$ cat src/sv/psg_tone_noise_generator_assert.svh
// Assertion macros for the tone and noise generator
`ifndef PSG_TONE_NOISE_GENERATOR_ASSERT_SVH
`define PSG_TONE_NOISE_GENERATOR_ASSERT_SVH
`ifndef SYNTH
// same-cycle implication, disabled in reset
`define PSG_ASSERT_IMP(label, clk, rstn, ante, cons) \
    label: assert property (@(posedge clk) disable iff (!rstn) (ante) |-> (cons)) \
        else $error("assertion failed");
// next-cycle implication, disabled in reset
`define PSG_ASSERT_NXT(label, clk, rstn, ante, cons) \
    label: assert property (@(posedge clk) disable iff (!rstn) (ante) |=> (cons)) \
        else $error("assertion failed");
`else
`define PSG_ASSERT_IMP(label, clk, rstn, ante, cons)
`define PSG_ASSERT_NXT(label, clk, rstn, ante, cons)
`endif
`endif

$ cat src/sv/psg_pkg.sv
// Package with the constants, codes and volume table of the tone and noise generator
package psg_pkg;

    localparam int ChCount = 3;

    // register select codes
    localparam logic [2:0] SEL_TONE0_PERIOD = 3'd0;
    localparam logic [2:0] SEL_TONE0_ATTEN  = 3'd1;
    localparam logic [2:0] SEL_TONE1_PERIOD = 3'd2;
    localparam logic [2:0] SEL_TONE1_ATTEN  = 3'd3;
    localparam logic [2:0] SEL_TONE2_PERIOD = 3'd4;
    localparam logic [2:0] SEL_TONE2_ATTEN  = 3'd5;
    localparam logic [2:0] SEL_NOISE_CTRL   = 3'd6;
    localparam logic [2:0] SEL_NOISE_ATTEN  = 3'd7;

    // noise rate codes
    localparam logic [1:0] NOISE_RATE_16   = 2'd0;
    localparam logic [1:0] NOISE_RATE_32   = 2'd1;
    localparam logic [1:0] NOISE_RATE_64   = 2'd2;
    localparam logic [1:0] NOISE_RATE_TONE = 2'd3;

    localparam logic [15:0] NOISE_SEED  = 16'h8000;
    localparam logic [3:0]  ATTEN_MUTE  = 4'hF;
    localparam logic [9:0]  COUNT_FIRST = 10'd1;

    typedef logic [9:0]  period_t;
    typedef logic [12:0] volume_t;

    // attenuation to linear volume
    function automatic volume_t vol_lookup(input logic [3:0] atten);
        volume_t v;
        case (atten)
            4'd0:    v = 13'd4096;
            4'd1:    v = 13'd3254;
            4'd2:    v = 13'd2584;
            4'd3:    v = 13'd2053;
            4'd4:    v = 13'd1631;
            4'd5:    v = 13'd1295;
            4'd6:    v = 13'd1029;
            4'd7:    v = 13'd817;
            4'd8:    v = 13'd649;
            4'd9:    v = 13'd516;
            4'd10:   v = 13'd410;
            4'd11:   v = 13'd325;
            4'd12:   v = 13'd258;
            4'd13:   v = 13'd205;
            4'd14:   v = 13'd163;
            default: v = 13'd0;
        endcase
        return v;
    endfunction

    // a zero period counts as one
    function automatic period_t period_or_one(input period_t p);
        return (p == 10'd0) ? 10'd1 : p;
    endfunction

    // signed contribution of one channel
    function automatic logic signed [15:0] vol_term(input logic [3:0] atten,
                                                     input logic level);
        logic signed [15:0] v;
        v = signed'({3'b000, vol_lookup(atten)});
        return level ? v : -v;
    endfunction

endpackage

$ cat src/sv/psg_tone_noise_generator.sv
// Tone and noise sound generator: port writes, clock ticks and the mixed sample
//
// Takes one item per clock, each either a byte written to the sound port (s_tuser = 0)
// or one divided clock tick (s_tuser = 1), and returns one mixed sample per item.
// An item is held in an input register; once it advances, the register write or tick
// updates the three tone channels and the noise channel in parallel, and the four-channel
// mix of the updated state is loaded into the result register, which drives m_tvalid;
// a stalled result holds the item in the input register. Sustained rate is one item per clock,
// limited only by m_tready. The sample is the sum of the four signed channel volumes
// shifted right by two, from -4096 to 4096, in m_tdata[13:0].
`include "psg_tone_noise_generator_assert.svh"

module psg_tone_noise_generator
    import psg_pkg::*;
(
    input  logic        aclk,
    input  logic        aresetn,
    input  logic        s_tvalid,
    output logic        s_tready,
    input  logic [7:0]  s_tdata,   // [7:0] data_byte
    input  logic        s_tuser,   // [0] action (1 = tick, 0 = port write)
    output logic        m_tvalid,
    input  logic        m_tready,
    output logic [15:0] m_tdata    // [13:0] mixed_sample (signed), [15:14] zero
);

    // input stage
    logic       in_valid_reg;
    logic       in_action_reg;
    logic [7:0] in_byte_reg;

    // result stage
    logic               out_valid_reg;
    logic signed [13:0] mix_reg;
    logic signed [13:0] mix_next;

    // generator state
    period_t     tone_period_reg [ChCount];
    period_t     tone_period_next [ChCount];
    period_t     tone_count_reg [ChCount];
    period_t     tone_count_next [ChCount];
    logic        tone_level_reg [ChCount];
    logic        tone_level_next [ChCount];
    logic [3:0]  tone_atten_reg [ChCount];
    logic [3:0]  tone_atten_next [ChCount];
    period_t     noise_count_reg;
    period_t     noise_count_next;
    logic [15:0] noise_shift_reg;
    logic [15:0] noise_shift_next;
    logic        noise_phase_reg;
    logic        noise_phase_next;
    logic        noise_bit_reg;
    logic        noise_bit_next;
    logic [1:0]  noise_rate_reg;
    logic [1:0]  noise_rate_next;
    logic        noise_white_reg;
    logic        noise_white_next;
    logic [3:0]  noise_atten_reg;
    logic [3:0]  noise_atten_next;
    logic [2:0]  reg_select_reg;
    logic [2:0]  reg_select_next;

    // working values
    logic               advance;
    logic               out_blocked;
    logic               tone_count_ok;
    logic [2:0]         sel_eff;
    logic               low_write;
    period_t            tone_dec [ChCount];
    period_t            noise_dec;
    logic signed [15:0] mix_sum;

    // advance the input item when the result register is free or being drained
    assign out_blocked = out_valid_reg && !m_tready;
    assign advance  = in_valid_reg && !out_blocked;
    assign s_tready = !in_valid_reg || advance;
    assign m_tvalid = out_valid_reg;
    assign m_tdata  = {2'b00, mix_reg};

    // select the register for a write and decide between low and high part
    assign sel_eff   = in_byte_reg[7] ? in_byte_reg[6:4] : reg_select_reg;
    assign low_write = in_byte_reg[7] ||
        !((reg_select_reg == SEL_TONE0_PERIOD) || (reg_select_reg == SEL_TONE1_PERIOD) ||
          (reg_select_reg == SEL_TONE2_PERIOD));

    // next state for the item in the input register
    always_comb begin
        tone_period_next = tone_period_reg;
        tone_count_next  = tone_count_reg;
        tone_level_next  = tone_level_reg;
        tone_atten_next  = tone_atten_reg;
        noise_count_next = noise_count_reg;
        noise_shift_next = noise_shift_reg;
        noise_phase_next = noise_phase_reg;
        noise_bit_next   = noise_bit_reg;
        noise_rate_next  = noise_rate_reg;
        noise_white_next = noise_white_reg;
        noise_atten_next = noise_atten_reg;
        reg_select_next  = reg_select_reg;
        noise_dec = (noise_count_reg != 10'd0) ? noise_count_reg - 10'd1 : noise_count_reg;
        for (int i = 0; i < ChCount; i++) begin
            tone_dec[i] = tone_count_reg[i] - 10'd1;
        end

        if (advance) begin
            if (in_action_reg) begin
                // tick: count down the tones, reload and toggle at zero
                for (int i = 0; i < ChCount; i++) begin
                    if (tone_dec[i] == 10'd0) begin
                        tone_count_next[i] = period_or_one(tone_period_reg[i]);
                        tone_level_next[i] = ~tone_level_reg[i];
                    end else begin
                        tone_count_next[i] = tone_dec[i];
                    end
                end
                // tick: noise divider, shift on the rising phase
                noise_count_next = noise_dec;
                if (noise_dec == 10'd0) begin
                    case (noise_rate_reg)
                        NOISE_RATE_16: noise_count_next = 10'h010;
                        NOISE_RATE_32: noise_count_next = 10'h020;
                        NOISE_RATE_64: noise_count_next = 10'h040;
                        default:       noise_count_next = period_or_one(tone_period_reg[2]);
                    endcase
                    noise_phase_next = ~noise_phase_reg;
                    if (!noise_phase_reg) begin
                        noise_bit_next   = noise_shift_reg[0];
                        noise_shift_next = {noise_white_reg ?
                                            (noise_shift_reg[0] ^ noise_shift_reg[3]) :
                                            noise_shift_reg[0],
                                            noise_shift_reg[15:1]};
                    end
                end
            end else begin
                reg_select_next = sel_eff;
                if (low_write) begin
                    // write the low part of the selected register
                    case (sel_eff)
                        SEL_TONE0_PERIOD, SEL_TONE1_PERIOD, SEL_TONE2_PERIOD: begin
                            for (int i = 0; i < ChCount; i++) begin
                                if (sel_eff[2:1] == 2'(i)) begin
                                    tone_period_next[i] = {tone_period_reg[i][9:4],
                                                           in_byte_reg[3:0]};
                                end
                            end
                        end
                        SEL_TONE0_ATTEN, SEL_TONE1_ATTEN, SEL_TONE2_ATTEN: begin
                            for (int i = 0; i < ChCount; i++) begin
                                if (sel_eff[2:1] == 2'(i)) begin
                                    tone_atten_next[i] = in_byte_reg[3:0];
                                end
                            end
                        end
                        SEL_NOISE_CTRL: begin
                            noise_rate_next  = in_byte_reg[1:0];
                            noise_white_next = in_byte_reg[2];
                            noise_shift_next = NOISE_SEED;
                        end
                        default: begin
                            noise_atten_next = in_byte_reg[3:0];
                        end
                    endcase
                end else begin
                    // write the upper six bits of the selected tone period
                    for (int i = 0; i < ChCount; i++) begin
                        if (reg_select_reg[2:1] == 2'(i)) begin
                            tone_period_next[i] = {in_byte_reg[5:0], tone_period_reg[i][3:0]};
                        end
                    end
                end
            end
        end
    end

    // mix the updated channels and divide by four, rounding down
    assign mix_sum = vol_term(tone_atten_next[0], tone_level_next[0]) +
                     vol_term(tone_atten_next[1], tone_level_next[1]) +
                     vol_term(tone_atten_next[2], tone_level_next[2]) +
                     vol_term(noise_atten_next, noise_bit_next);
    assign mix_next = mix_sum[15:2];

    // flag that every tone counter holds a nonzero value
    assign tone_count_ok = (tone_count_reg[0] != 10'd0) && (tone_count_reg[1] != 10'd0) &&
                           (tone_count_reg[2] != 10'd0);

    // hold control and generator state
    always_ff @(posedge aclk) begin
        if (!aresetn) begin
            in_valid_reg    <= 1'b0;
            out_valid_reg   <= 1'b0;
            for (int i = 0; i < ChCount; i++) begin
                tone_period_reg[i] <= '0;
                tone_count_reg[i]  <= COUNT_FIRST;
                tone_level_reg[i]  <= 1'b0;
                tone_atten_reg[i]  <= ATTEN_MUTE;
            end
            noise_count_reg <= '0;
            noise_shift_reg <= NOISE_SEED;
            noise_phase_reg <= 1'b0;
            noise_bit_reg   <= 1'b0;
            noise_rate_reg  <= NOISE_RATE_16;
            noise_white_reg <= 1'b0;
            noise_atten_reg <= ATTEN_MUTE;
            reg_select_reg  <= SEL_TONE0_PERIOD;
        end else begin
            if (s_tready) begin
                in_valid_reg <= s_tvalid;
            end
            if (advance) begin
                out_valid_reg <= 1'b1;
            end else if (m_tready) begin
                out_valid_reg <= 1'b0;
            end
            tone_period_reg <= tone_period_next;
            tone_count_reg  <= tone_count_next;
            tone_level_reg  <= tone_level_next;
            tone_atten_reg  <= tone_atten_next;
            noise_count_reg <= noise_count_next;
            noise_shift_reg <= noise_shift_next;
            noise_phase_reg <= noise_phase_next;
            noise_bit_reg   <= noise_bit_next;
            noise_rate_reg  <= noise_rate_next;
            noise_white_reg <= noise_white_next;
            noise_atten_reg <= noise_atten_next;
            reg_select_reg  <= reg_select_next;
        end
    end

    // load the input item and the result sample
    always_ff @(posedge aclk) begin
        if (s_tready && s_tvalid) begin
            in_action_reg <= s_tuser;
            in_byte_reg   <= s_tdata;
        end
        if (advance) begin
            mix_reg <= mix_next;
        end
    end

    // a stalled result with a waiting item blocks the input
    `PSG_ASSERT_IMP(a_stall_blocks, aclk, aresetn, in_valid_reg && out_blocked, !s_tready)
    // an advanced item shows up as a result in the next cycle
    `PSG_ASSERT_NXT(a_advance_result, aclk, aresetn, advance, out_valid_reg)
    // the noise shift register never locks up at zero
    `PSG_ASSERT_IMP(a_noise_alive, aclk, aresetn, 1'b1, noise_shift_reg != 16'h0000)
    // tone counters never rest at zero
    `PSG_ASSERT_IMP(a_tone_count_nz, aclk, aresetn, 1'b1, tone_count_ok)

endmodule

$ cat config.mk
export PLATFORM = sky130hd
export DESIGN_NAME = psg_tone_noise_generator
export DESIGN_NICKNAME = d
export VERILOG_FILES = /design/src/sv/psg_pkg.sv /design/src/sv/psg_tone_noise_generator.sv
export VERILOG_INCLUDE_DIRS = /design/src /design/src/sv
export SDC_FILE = /design/constraint.sdc
export NUM_CORES = 1
export LEC_CHECK = 0
export CAP_MARGIN = 20
export CORE_ASPECT_RATIO = 1.75
export CORE_MARGIN = 5
export CORE_UTILIZATION = 45
export DETAILED_ROUTE_END_ITERATION = 7
export DONT_BUFFER_PORTS = 1
export GPL_ROUTABILITY_DRIVEN = 0
export PLACE_DENSITY = 0.64
export SLEW_MARGIN = 40
export SYNTH_ARGS = -nofsm -noshare
export SYNTH_HDL_FRONTEND = slang
export SYNTH_SLANG_ARGS = --single-unit
$ cat constraint.sdc
create_clock -name aclk -period 7.3 [get_ports aclk]
set_clock_uncertainty 0.2 [all_clocks]
set_input_delay 0.73 -clock aclk [delete_from_list [all_inputs] [get_ports aclk]]
set_output_delay 0.73 -clock aclk [all_outputs]
set_load 0.005 [all_outputs]
==> out/summary.md <==
* complete, no violations — run status
* 23 — number of enable flip-flop cells after synthesis
* 4 — count of H-tree levels built during CTS
* 0 — Buffers on Ports
* 0 — Yosys warning count
* 32.2% — share of power burned in registers
* 50.52% — share of the core filled with cells in the final layout
* in_byte_reg[7]$_DFFE_PP_ — launch instance of the worst register-to-register path
* 44.47% — met2 routing resource usage after global routing
* 34.8% — Comb power frac
* 1464 — cell count after synthesis
* 19.15 um — average routed wire per standard cell
* sky130_fd_sc_hd__dfxtp_1 — cell taking the most area after synthesis
* 25.72% — sequential cell area fraction in the yosys report
* 138 — clock net sink count
* 11.86% — Area Overhead vs Synth
* 34.90 mm — final wirelength
* 2 — maximum buffer depth of the clock tree
* 42.60% — worst rel slew slack
* 78 — Site Rows
* 0.45 ns — worst skew pair latency
* 0 — number of setup violations in the final report
* 56.69 mm — global-route wire length before repair
* 7 — largest fanout on the critical path
* 27.00 mm — sum of net half-perimeters after detailed placement
* 0.02576 mm^2 — core region area
* 17 — total clock buffers created by CTS
* s_tdata[2] — launch point of the worst hold path
* 0 — Residual DRC
* 0.60 ns — stage delay of the slowest cell on the critical path
* 0 — final global-route overflow total
* 0.8370 ns — transition at the pin with the smallest max-transition slack
* register to register — Setup Crit Path Kind
* in_byte_reg[7]$_DFFE_PP_ — Setup crit start
* primary input to register — type of the worst min-delay path
* 0 — number of slew-limit violations in the final report
* register — crit path capture type
* sky130_fd_sc_hd__dfxtp_1 — ys flop type
* 0.1450 GHz — Fmax achieved
* 2543 — Fill cells
* 131.6 um — horizontal die dimension
* 0.001798 W — P_int
* 6.895 ns — final critical delay including setup and external delays
* 138 — synthesis-stage register bit count
* 0 ns — sum of negative setup slack
* 11.84% — layout cells sized above 1
* 0 — count of max-cap constraint violations
* 23.76% — GRT Overall Usage
* 0 — Routed Antenna Nets
* 31 — I/O pin total
* 95 — Distinct cells, synth
* 33.0% — Clock Power Share
* 138 x sky130_fd_sc_hd__nand2_1, 115 x sky130_fd_sc_hd__dfxtp_1, 109 x sky130_fd_sc_hd__a21oi_1 — most used cells in the layout excluding fill and tap cells
* 5.980 — Vias per Instance
* 5 — First-pass DRT Iterations
* 0.07 ns — clock transition at the registers of the reported paths
* sky130_fd_sc_hd__fa_1 — cell at the slowest stage of the critical path
* 1585 — count of nets after finishing
* 0.0009556 W — switching component of the power
* 0.002754 W — Power Total
* 5.226 nW — leakage power
* 165.8 uV — peak ir drop on the vdd network
* 0 — number of antenna violations at the first check in global routing
* 94.45% — final period utilization
* 3.330% — met3 track utilization from global routing
* 7.948 um^2 — mean instance size in the synthesized netlist
* 0 — antenna fix cells
* 576 — 1st-iter DRT viols
* 23.69% — met1 track demand over resource in global routing
* 10900 — count of vias placed by the detailed router
* 211.6 mW/mm^2 — power density over cell area
* 10870 — number of global-route vias before repair
* sky130_fd_sc_hd__nand2_1 — most common library cell in the layout ignoring fill and taps
* sky130_fd_sc_hd__clkbuf_16 — CTS root buf
* sky130_fd_sc_hd__inv_1 — most prevalent standard cell on the critical path
* 0 — CTS hold repair buffers
* 222.7 um — Chip Height
* 19.78% — proportion of netlist area held by the largest area contributor
* built — clock tree from TritonCTS
* 116 — maximum number of pins on one net before global-route repair
* 0.02930 mm^2 — overall die area
* 7.28 ns — Crit path required time
* sky130_fd_sc_hd__dfxtp_1 20%, sky130_fd_sc_hd__edfxtp_1 5.9%, sky130_fd_sc_hd__ha_1 5.6% — Synth area leaders
* register — launching element type of the critical path
* met2 — GRT busiest layer
* 6.87 ns — arrival time at the worst endpoint
* 0% — share of flip-flops with an asynchronous set or reset after synthesis
* 0.01164 mm^2 — total standard cell area after synthesis
* 34.70% — switching fraction of total power
* 45.16% — starting density of the core
* 0 — Fin. Hold Viols
## worst max-delay path, delay by kind of cell (launching register included)
family / cells / cell delay, ns
buf+inv: 4 / 0.35
compound gates: 8 / 1.26
simple gates: 9 / 1.74
xor+xnor: 1 / 0.41
flops: 1 / 0.51
fa+ha+maj: 4 / 1.80
mux: 1 / 0.37
## synth_stat cells (all sizes together) (7+ instances only)
master,n
a211oi,10
a21boi,19
a21o,8
a21oi,113
a22oi,8
a31oi,20
and2,26
and3,21
buf,24
clkbuf,51
dfxtp,115
edfxtp,23
fa,30
ha,52
inv,88
mux2,7
mux2i,40
nand2,139
nand2b,13
nand3,54
nand4,15
nor2,109
nor2b,67
nor3,41
nor3b,11
nor4,20
nor4b,8
o211ai,10
o21ai,92
o31ai,13
or2,9
or3,13
xnor2,49
xor2,33
## power by group through the flow
| stage | sequential [W] | combinational, W | clock, W |
|---|---|---|---|
| after global placement | 0.000903 | 0.000921 | 0 |
| after CTS | 0.000888 | 0.000952 | 0.000923 |
| after global routing | 0.000890 | 0.00109 | 0.000958 |
| after floorplan | 0.000890 | 0.000716 | 0 |
| final | 0.000886 | 0.000959 | 0.000909 |
| after detailed placement | 0.000905 | 0.000947 | 0 |
## routing by layer
layer  wire length, um  up-vias
li1                  -     5264
met1             12540     5174
met2             18780      320
met3              1008      143
met4              2573        0
met5                 0        -
## through the flow
stage | worst slack, ns | cells | hold WS, ns | cell area [um^2]
2_1_floorplan | 0.1480 | 1465 | 0.2310 | 11640
3_3_place_gp | 0.1612 | 1786 | 0.2423 | 12270
3_5_place_dp | 0.06121 | 1786 | 0.2486 | 12290
4_1_cts | 0.2367 | 1818 | 0.1467 | 12890
5_1_grt | -0.05123 | 1823 | 0.1570 | 13020
6_report | 0.4051 | 1823 | 0.1778 | 13020
## logic make-up (layout without fill, tap and decap cells)
family                     after synthesis  after routing  share of synthesized area, %
and+or+nand+nor                        574            574                         26.12
AOI/OAI and AO/OA                      375            375                         21.12
buffers and inverters                  164            202                         5.774
DFF                                    138            138                         25.72
xor gates and xnor gates                83             83                         6.366
adders and majority gates               82             82                         10.75
muxes                                   47             47                         4.118
other                                    1              2                       0.03223
## layout make-up
class                      instances  area, um^2  share of cell area [%]
clock buffer                      19       452.9                   3.480
clock inverter                    13       153.9                   1.182
inverter                          89       334.1                   2.567
multi-input combinational       1163        8074                   62.03
sequential                       138        2993                   22.99
tap                              320       400.4                   3.076
timing repair buffer              81       608.1                   4.672
## final timing paths
| kind | cells past startpoint | slack (ns) | endpoint |
|---|---|---|---|
| setup / recovery | 27 | 0.41 | mix_reg[13]$_DFFE_PP_ |
| hold reg to reg | 2 | 0.26 | noise_shift_reg[9]$_SDFFE_PN0P_ |
| setup reg to reg | 27 | 0.41 | mix_reg[13]$_DFFE_PP_ |
| hold / removal | 0 | 0.18 | in_byte_reg[2]$_DFFE_PP_ |
## timing repair
item,4_1_cts,5_1_grt
endpoints found under the setup margin,0,1
resized for setup,0,23
setup buffers,0,5
endpoints found under the hold margin,0,0
Note: power is estimated with default switching activity, not from simulation.
